===== config.mk =====
export PLATFORM = sky130hd
export DESIGN_NAME = fragment_reassembly_tracker_unit
export DESIGN_NICKNAME = d
export VERILOG_FILES = /design/src/rtl/frt_pkg.sv /design/src/rtl/frt_core.sv /design/src/rtl/fragment_reassembly_tracker_unit.sv
export SDC_FILE = /design/constraint.sdc
export NUM_CORES = 1
export LEC_CHECK = 0
export BUFFER_PORTS_ARGS = -buffer_cell sky130_fd_sc_hd__buf_2
export CORE_MARGIN = 8
export CORE_UTILIZATION = 60
export DETAILED_ROUTE_END_ITERATION = 12
export PLACE_DENSITY = 0.79
export SLEW_MARGIN = 20
export SYNTH_ARGS = -nofsm -noshare
export SYNTH_HDL_FRONTEND = slang
export SYNTH_SLANG_ARGS = --single-unit

===== constraint.sdc =====
create_clock -name clk -period 16.4 [get_ports clk]
set_input_delay 2.46 -clock clk [delete_from_list [all_inputs] [get_ports clk]]
set_output_delay 2.46 -clock clk [all_outputs]
set_load 0.02 [all_outputs]

===== src/rtl/frt_pkg.sv =====
`default_nettype none
// ----------------------------------------------------------------------------
// Fragment reassembly tracker package
// Shared constants, status codes and types for the session slot table.
// ----------------------------------------------------------------------------
package frt_pkg;

	localparam int SESSIONS      = 3;
	localparam int PAYLOAD_BYTES = 160;
	localparam int SLOT_W        = (SESSIONS > 1) ? $clog2(SESSIONS) : 1;

	localparam logic [4:0] PART_MARK = 5'b11111;
	localparam logic [7:0] START_AGE = 8'd30;
	localparam logic [7:0] AGE_MAX   = 8'hFF;
	localparam logic [1:0] NO_SLOT   = 2'd3;
	localparam logic [10:0] LEN_MAX  = 11'h7FF;

	typedef enum logic [2:0] {
		ST_STARTED   = 3'd0,
		ST_APPENDED  = 3'd1,
		ST_LOST      = 3'd2,
		ST_FRAME_ERR = 3'd3,
		ST_DELIVERED = 3'd4
	} frag_status_t;

	typedef struct packed {
		logic [15:0] key;
		logic [7:0]  age;
		logic [7:0]  parts;
	} slot_t;

	typedef slot_t [SESSIONS-1:0] slot_vec_t;

	typedef struct packed {
		frag_status_t status;
		logic [10:0]  deliver_length;
		logic [1:0]   slot_used;
		logic [3:0]   full_parts;
	} result_t;

endpackage : frt_pkg
`default_nettype wire


===== src/rtl/frt_core.sv =====
`default_nettype none
// ----------------------------------------------------------------------------
// Fragment reassembly tracker core
// Single-pass update of the slot table for one fragment header and the
// result that the fragment produces.
// ----------------------------------------------------------------------------
module frt_core
	import frt_pkg::*;
(
	input  wire logic [15:0] part_key,
	input  wire logic [7:0]  len_code,
	input  wire slot_vec_t   slots,
	output slot_vec_t        slots_next,
	output result_t          result
);

	logic [SESSIONS-1:0] hit;
	logic [SESSIONS-1:0] sel;
	logic                seen;
	logic                found;
	slot_vec_t           mid;
	logic [7:0]          aged;
	logic [8:0]          sum;
	logic [SLOT_W-1:0]   alloc;
	logic [SLOT_W-1:0]   m_idx;
	logic [7:0]          m_parts;
	logic [2:0]          pos;
	logic [3:0]          full;
	logic                run;
	logic [11:0]         len;

	always_comb begin
		hit     = '0;
		sel     = '0;
		seen    = 1'b0;
		mid     = slots;
		alloc   = SLOT_W'(SESSIONS - 1);
		m_idx   = '0;
		m_parts = '0;
		aged    = '0;
		sum     = '0;
		pos     = len_code[2:0];
		full    = '0;
		run     = 1'b1;
		len     = '0;

		// Aging pass: every slot counts down, matching slots gain age, and
		// stale sessions are released.
		for (int i = 0; i < SESSIONS; i++) begin
			hit[i] = (slots[i].key == part_key);
			aged   = (slots[i].age != 8'd0) ? slots[i].age - 8'd1 : 8'd0;
			sum    = {1'b0, aged} + 9'(SESSIONS);
			if (hit[i]) begin
				mid[i].age = sum[8] ? AGE_MAX : sum[7:0];
				m_idx      = SLOT_W'(i);
			end else begin
				mid[i].age = aged;
				if (aged == 8'd0 && slots[i].key != 16'd0) begin
					mid[i].key   = '0;
					mid[i].parts = '0;
				end
			end
		end
		found = |hit;

		// The highest-numbered matching slot is the session.
		for (int i = SESSIONS - 1; i >= 0; i--) begin
			sel[i] = hit[i] && !seen;
			seen   = seen | hit[i];
		end
		for (int i = 0; i < SESSIONS; i++) begin
			if (sel[i])
				m_parts = m_parts | mid[i].parts;
			if (mid[i].key == 16'd0)
				alloc = SLOT_W'(i);
		end

		for (int k = 0; k < 8; k++) begin
			if (run && m_parts[k])
				full = full + 4'd1;
			else
				run = 1'b0;
		end

		slots_next            = mid;
		result.status         = ST_FRAME_ERR;
		result.deliver_length = '0;
		result.slot_used      = NO_SLOT;
		result.full_parts     = '0;

		if (len_code[7:3] == PART_MARK) begin
			if (pos == 3'd0) begin
				for (int i = 0; i < SESSIONS; i++) begin
					if (SLOT_W'(i) == alloc) begin
						slots_next[i].key   = part_key;
						slots_next[i].parts = 8'd1;
						slots_next[i].age   = START_AGE;
					end
				end
				result.status    = ST_STARTED;
				result.slot_used = 2'(alloc);
			end else if (!found) begin
				result.status = ST_LOST;
			end else if (!m_parts[3'(pos - 3'd1)]) begin
				// Predecessor missing: drop the session but keep its age.
				for (int i = 0; i < SESSIONS; i++) begin
					if (sel[i]) begin
						slots_next[i].key   = '0;
						slots_next[i].parts = '0;
					end
				end
				result.status    = ST_LOST;
				result.slot_used = 2'(m_idx);
			end else begin
				for (int i = 0; i < SESSIONS; i++) begin
					if (sel[i])
						slots_next[i].parts = mid[i].parts | (8'd1 << pos);
				end
				result.status    = ST_APPENDED;
				result.slot_used = 2'(m_idx);
			end
		end else if (len_code < 8'(PAYLOAD_BYTES)) begin
			result.status = ST_DELIVERED;
			if (!found) begin
				result.deliver_length = 11'(len_code);
			end else begin
				len = 12'(full) * 12'(PAYLOAD_BYTES) + 12'(len_code);
				result.deliver_length = len[11] ? LEN_MAX : len[10:0];
				result.slot_used      = 2'(m_idx);
				result.full_parts     = full;
			end
		end
	end

endmodule : frt_core
`default_nettype wire


===== src/rtl/fragment_reassembly_tracker_unit.sv =====
`default_nettype none
// ----------------------------------------------------------------------------
// Fragment reassembly tracker
// Tracks sessions of fragmented frames by key and reports, for each
// fragment header, whether it started, extended, lost or delivered a frame, or is malformed.
// ----------------------------------------------------------------------------
//  Channel   Handshake          Payload
//  input     start / busy       part_key, len_code
//  result    done (strobe)      status, deliver_length, slot_used, full_parts
//
//  A transaction is taken on every cycle with start high; busy stays low.
//  Its result appears with done after the input register and the slot
//  table update into the result register. The slot table register is
//  loaded together with the result register, so back-to-back headers
//  see each other's effects. Reset empties every slot.
//  The receiver cannot stall; results are shown for exactly one cycle.
// ----------------------------------------------------------------------------
module fragment_reassembly_tracker_unit
	import frt_pkg::*;
(
	input  wire logic        clk,
	input  wire logic        arst_n,
	input  wire logic        start,
	output logic             busy,
	input  wire logic [15:0] part_key,
	input  wire logic [7:0]  len_code,
	output logic             done,
	output logic [2:0]       status,
	output logic [10:0]      deliver_length,
	output logic [1:0]       slot_used,
	output logic [3:0]       full_parts
);

	logic        valid_s1;
	logic [15:0] key_s1;
	logic [7:0]  code_s1;
	slot_vec_t   slots_q;
	slot_vec_t   slots_next;
	result_t     result;
	logic        done_q;
	result_t     result_q;

	assign busy = 1'b0;

	always_ff @(posedge clk or negedge arst_n) begin
		if (!arst_n) begin
			valid_s1 <= 1'b0;
		end else begin
			valid_s1 <= start && !busy;
		end
	end

	always_ff @(posedge clk) begin
		if (start && !busy) begin
			key_s1  <= part_key;
			code_s1 <= len_code;
		end
	end

	frt_core u_core (
		.part_key   (key_s1),
		.len_code   (code_s1),
		.slots      (slots_q),
		.slots_next (slots_next),
		.result     (result)
	);

	always_ff @(posedge clk or negedge arst_n) begin
		if (!arst_n) begin
			slots_q <= '0;
			done_q  <= 1'b0;
		end else begin
			done_q <= valid_s1;
			if (valid_s1)
				slots_q <= slots_next;
		end
	end

	always_ff @(posedge clk) begin
		if (valid_s1)
			result_q <= result;
	end

	assign done           = done_q;
	assign status         = result_q.status;
	assign deliver_length = result_q.deliver_length;
	assign slot_used      = result_q.slot_used;
	assign full_parts     = result_q.full_parts;

endmodule : fragment_reassembly_tracker_unit
`default_nettype wire

# Word-level counts from Yosys, hierarchy flattened
# Cells that the tools add are included.
# word_totals
register_bits	142
in_bits	27
output_inout_bits	22
word_cells	169
# classes
add_sub_neg	15
mul	1
order_cmp	2
eq_ne	6
shifts	1
muxes	87
bitwise	8
n_reduce_logical	31
# ops
op	n
$mux 8	32
$mux 16	14
$mux 24	4
$mux 32	3
$mux 96	1
$eq 16x16->1	3
$logic_not 16->1	3
$reduce_bool 16->1	3
$or 8x8->8	5
$mux 4	7
$add 8x2->9 const B	3
$add 4x1->4 const B	6
$logic_not 8->1	3
$reduce_bool 8->1	3
$sub 8x1->8 const B	3
$mux 11	2
$mux 20	1
$mux 2	8
$add 12x8->12	1
$logic_and 1x1->1	12
$mux 1	10
$mux 3	3
$lt 8x8->1 const B	1
$shl 1x3->8 const A	1
16 further kinds	19

# Logic depth before layout (Yosys ltp)
# logic_depth
depth_word	32
ltp_mapped	36
mapped_depth_nobuf	32

# Modules after synthesis
# From an unflattened synthesis, not the netlist that was laid out.
# hier_totals
hier_cells	969
hier_area_um2	10029.6
# by_module_without_submodules
module	instances	cells_each	area_each_um2	seq_area_each_um2
fragment_reassembly_tracker_unit	1	251	5147.4	3773.6
frt_core	1	718	4882.2	0.0

# Worst setup path after synthesis
# Ideal clock, no wire load.
# synth_path
kind	flip-flop to flip-flop
from	register key_s1[0]
to	register result_q (netlist bit deliver_length[10]) (data pin)
setup_ps	263
arrival_time_ps	6861
required_time_ps	16137
setup_slack_ps	9276
stages_incl_launch_ff	35
n_path_buf	3
synth_period_minus_slack_ps	7124
path_cell_list	edfxtp_1 -> buf_6 -> xnor2_2 -> nand4_1 -> or4_1 -> buf_2 -> nor2_1 -> a21oi_2 -> o21ai_1 -> inv_1 -> ha_1 -> inv_1 -> a21oi_1 -> ha_1 -> inv_1 -> mux2_2 -> ha_1 -> and3_4 -> a311oi_2 -> a21oi_1 -> xnor2_1 -> or3_1 -> a211oi_1 -> xor2_1 -> inv_1 -> ha_1 -> ha_1 -> inv_1 -> fa_1 -> or3_1 -> clkbuf_1 -> xnor2_1 -> nand2_1 -> mux4_2 -> nor2b_4
# synth_via
elab_chain_len	27
word_cells_on_any_way	51
classes_between	add/sub: 8; mul: 1; eq/ne: 3; mux: 22; bitwise: 4; reduce/logical: 13
# synth_rtl
element	line	text
start: declaration	fragment_reassembly_tracker_unit.sv:35	logic [15:0] key_s1;
start signal: assignment	fragment_reassembly_tracker_unit.sv:55	key_s1 <= part_key;
$eq 16x16->1	frt_core.sv:50	hit[i] = (slots[i].key == part_key);
$or 1x1->1	frt_core.sv:69	seen = seen | hit[i];
$logic_not 1->1	frt_core.sv:68	sel[i] = hit[i] && !seen;
$logic_and 1x1->1	frt_core.sv:68	
$mux 8	frt_core.sv:72	if (sel[i])
$or 8x8->8	frt_core.sv:73	m_parts = m_parts | mid[i].parts;
$mux 8	frt_core.sv:72	
$or 8x8->8	frt_core.sv:73	
[... 12 more ...]	-	
$add 4x1->4 or $logic_and 1x1->1 (tied branches)	frt_core.sv:80, frt_core.sv:79	
$mux 4 or $mux 1 (tied branches)	frt_core.sv:79	if (run && m_parts[k])
$add 4x1->4 or $logic_and 1x1->1 (tied branches)	frt_core.sv:80, frt_core.sv:79	
$mux 4 *	frt_core.sv:79	
named net u_core.full[2]	frt_core.sv:28	logic [3:0] full;
$mul 4x3->7 *	frt_core.sv:127	len = 12'(full) * 12'(PAYLOAD_BYTES) + 12'(len_code);
$add 12x8->12 *	frt_core.sv:127	
$mux 11 *	frt_core.sv:128	result.deliver_length = len[11] ? LEN_MAX : len[10:0];
end signal: assignment	fragment_reassembly_tracker_unit.sv:81	result_q <= result;
end: declaration	fragment_reassembly_tracker_unit.sv:41	result_t result_q;
# Mark *: on every way through the listed nets, which the timed path passes. The rest lies on a longest branch.
# A chain may end at the register's enable or synchronous reset.

# Final worst setup path
# layout_path
from	register key_s1[9]
to	register result_q (netlist bit deliver_length[7]) (data pin)
# layout_via
elab_chain_len	28
word_cells_on_any_way	50
classes_between	add/sub: 8; mul: 1; eq/ne: 3; mux: 23; bitwise: 3; reduce/logical: 12
# layout_rtl
element	line	text
$eq 16x16->1	frt_core.sv:50	
$or 1x1->1	frt_core.sv:69	
$logic_not 1->1	frt_core.sv:68	
$logic_and 1x1->1	frt_core.sv:68	
$mux 8	frt_core.sv:72	
$or 8x8->8	frt_core.sv:73	
$mux 8	frt_core.sv:72	
$or 8x8->8	frt_core.sv:73	
[... 13 more ...]	-	
$mux 4 or $mux 1 (tied branches)	frt_core.sv:79	
$add 4x1->4 or $logic_and 1x1->1 (tied branches)	frt_core.sv:80, frt_core.sv:79	
$mux 4 *	frt_core.sv:79	
named net u_core.full[2]	frt_core.sv:28	
$mul 4x3->7 *	frt_core.sv:127	
$add 12x8->12 *	frt_core.sv:127	
$mux 11 *	frt_core.sv:128	
$mux 11 *	frt_core.sv:124	if (!found) begin
# Marks and branches as above.

==> flow_metrics.tcl <==
set metrics [dict create \
    powerDensity_nw_per_um2 111.8 \
    syn_area_sq_um 8661 \
    synth_seq_cells 142 \
    status "complete, no violations" \
    ioPinCount 49 \
    dp.cells 1073 \
    antenna_found_initial 0 \
    hold_path_class "register to register" \
    tritoncts "yes" \
    initial_core_util_pct 60.51 \
    async_flop_share_pct 69.01 \
    globalRouteTotalUtil_pct 24.18 \
    crit_fanout 21 \
    fp-row-count 44 \
    viasPerCell 6.349 \
    drc 0 \
    overflow 0 \
    clock_latency_ns 0.43 \
    dpl.hpwl_mm 14.73 \
    skew_ns 0.008048 \
    critPathArrivalTime_ns 8.91 \
    multi_input_area_sq_um 4469 \
    clk_pin_slew_ns 0.06 \
    cts_resized 0 \
    layout.cells.most_common "dfrtp_1" \
    finalWirelength_mm 21.48 \
    final.setup.tns_ns 0 \
    yosys.area.top_type_share_pct 28.32 \
    cts_root_buffer "clkbuf_16" \
    drv_slew 0 \
    cpPeakStageDelay_ns 0.84 \
    grt_first_pass_wirelength_mm 35.22 \
    setup_viol 0 \
    drv_cap 0 \
    htree_levels 4 \
    yosys_warnings 0 \
    netlist_top_cells_area "dfrtp_1, edfxtp_1, xnor2_1" \
    synth-edff-count 44 \
    fin_crit_ns 8.754 \
    cp-end-kind "register" \
    vias 7016 \
    wl_per_cell_um 19.44 \
    cts.sinks 142 \
    rsz0062_at_grt "false" \
    die-width_um 136.1 \
    clockBufferDepth 2 \
    critPathLaunchType "register" \
    coreArea_sq_um 14310 \
    layout-drive-gt1-share_pct 13.03 \
    post-route-period-util_pct 53.38 \
    final_net_count 963 \
    synth_nets 944 \
    first_pass_iters 5 \
    hold_buffers 0 \
    critical_path_class "register to register" \
    antennaDiodeCount 0 \
    area_growth_pct 10.04 \
    syn_avg_cell_area_sq_um 9.742 \
    chipHeight_um 136.1 \
    io_buffers 47 \
    final_antenna_net_count 0 \
    syn_inst 889 \
    crit_slowest_cell "nand4_1" \
    cts_buffers 17 \
    max_freq_mhz 114.2 \
    final_cell_mix "dfrtp_1, nand2_1, nor2_1, xnor2_1, a22o_1" \
    relSlewSlack_pct 28.63 \
    ff_latch_area_sq_um 3775 \
    post_cts.repair.setup_buffers 0 \
    gp_congestion 0.9038 \
    hold_viol 0 \
    initialDrtViolationCount 630 \
    vdd_drop_max_mv 0.08403 \
    p_leak_nw 3.994 \
    n_fill_cell 1183 \
    synth_ff_type "dfrtp_1" \
    cp.required_ns 16.55 \
    dieArea_sq_um 18540 \
    grt_max_degree 75 \
    synth_largest_area_cell "dfrtp_1" \
    fin_cells 1105 \
    grt_pass1_vias 6840 \
    synth.distinct_cells 78 \
    synth-seq-area-share_pct 43.57 \
    tightest_slew_ns 1.071 \
]
[final cells by class]
cell class | instances | area share, %
timing repair buffer | 56 | 3.203
clock inverter | 11 | 1.208
inverter | 35 | 1.378
sequential | 142 | 39.61
tap | 184 | 2.416
clock buffer | 21 | 5.291
multi-input combinational | 656 | 46.90
[kinds of logic (layout without fill, tap and decap cells)]
group | Yosys count | count (layout) | synth area share, %
adder cells (fa/ha/maj) | 28 | 28 | 4.218
AO/OA/AOI/OAI | 237 | 237 | 19.23
multiplexers | 12 | 12 | 1.589
flip-flops | 142 | 142 | 43.57
buffers and inverters | 91 | 123 | 5.100
XOR/XNOR | 77 | 77 | 8.047
other | 1 | 1 | 0.04330
AND/OR/NAND/NOR | 301 | 301 | 18.20
[path summary, 6_finish.rpt]
kind / to / depth (start not counted) / start / slack [ns]
max: deliver_length[7] / 31 / key_s1[9] / 7.65
max reg2reg: deliver_length[7] / 31 / key_s1[9] / 7.65
min in group asynchronous: slots_q[13] / 1 / arst_n / 1.93
min reg2reg: slots_q[5] / 2 / slots_q[5] / 0.48
min: slots_q[5] / 2 / slots_q[5] / 0.48
max in group asynchronous: valid_s1 / 2 / arst_n / 13.15
[power by group]
| group | total, W | switching, W | leakage (nW) | internal, W |
|---|---|---|---|---|
| combinational | 0.000219 | 0.000125 | 1.97 | 0.0000936 |
| sequential | 0.000449 | 0.0000491 | 1.72 | 0.000400 |
| clock | 0.000398 | 0.000158 | 0.305 | 0.000240 |
| total | 0.00107 | 0.000332 | 3.99 | 0.000733 |
[Yosys cell counts, types with 19 or more instances]
cell type,number
dfrtp_1,98
nand2_1,76
nor2_1,64
xnor2_1,52
a22o_1,48
a21oi_1,47
edfxtp_1,44
inv_1,35
o21ai_0,31
ha_1,26
xor2_1,22
clkbuf_1,21
nor4_1,21
buf_2,20
nor3_1,20
nand3_1,19
o2bb2ai_1,19
[flip-flops by register name, summed over array words and instances, names as in the netlist]
register,cells
key_s1,16
code_s1,8
status,3
valid_s1,1
deliver_length,11
slots_q,96
slot_used,2
done,1
full_parts,4
[worst max-delay path, delay by kind of cell, from the launching register on]
family	cells	cell delay, ns
AND/OR/NAND/NOR	6	2.63
XOR/XNOR	3	0.70
multiplexers	2	0.42
AO/OA/AOI/OAI	9	2.03
flip-flops	1	0.52
adder cells (fa/ha/maj)	6	1.71
buffers and inverters	5	0.46
[through the flow]
step                      setup WS [ns]  cell area, sq um  hold slack, ns  utilization, %  total power, W
after floorplan                   9.276              8661          0.4418               -       0.0006133
after global placement            8.118              8911          0.4584           62.26       0.0006636
after detailed placement          7.817              8911          0.4721           62.26       0.0006687
after CTS                         7.741              9530          0.4852           66.58        0.001067
after global routing              7.129              9530          0.4918           66.58        0.001118
final                             7.646              9530          0.4836           66.58        0.001065
[metal layers]
| layer | routed length [um] | GRT usage [%] |
|---|---|---|
| met1 | 9307 | 31.82 |
| met2 | 10090 | 37.67 |
| met3 | 1780 | 7.761 |
| met4 | 302 | 6.711 |
| met5 | 0 | 0 |
Note: power is estimated with default switching activity, not from simulation.
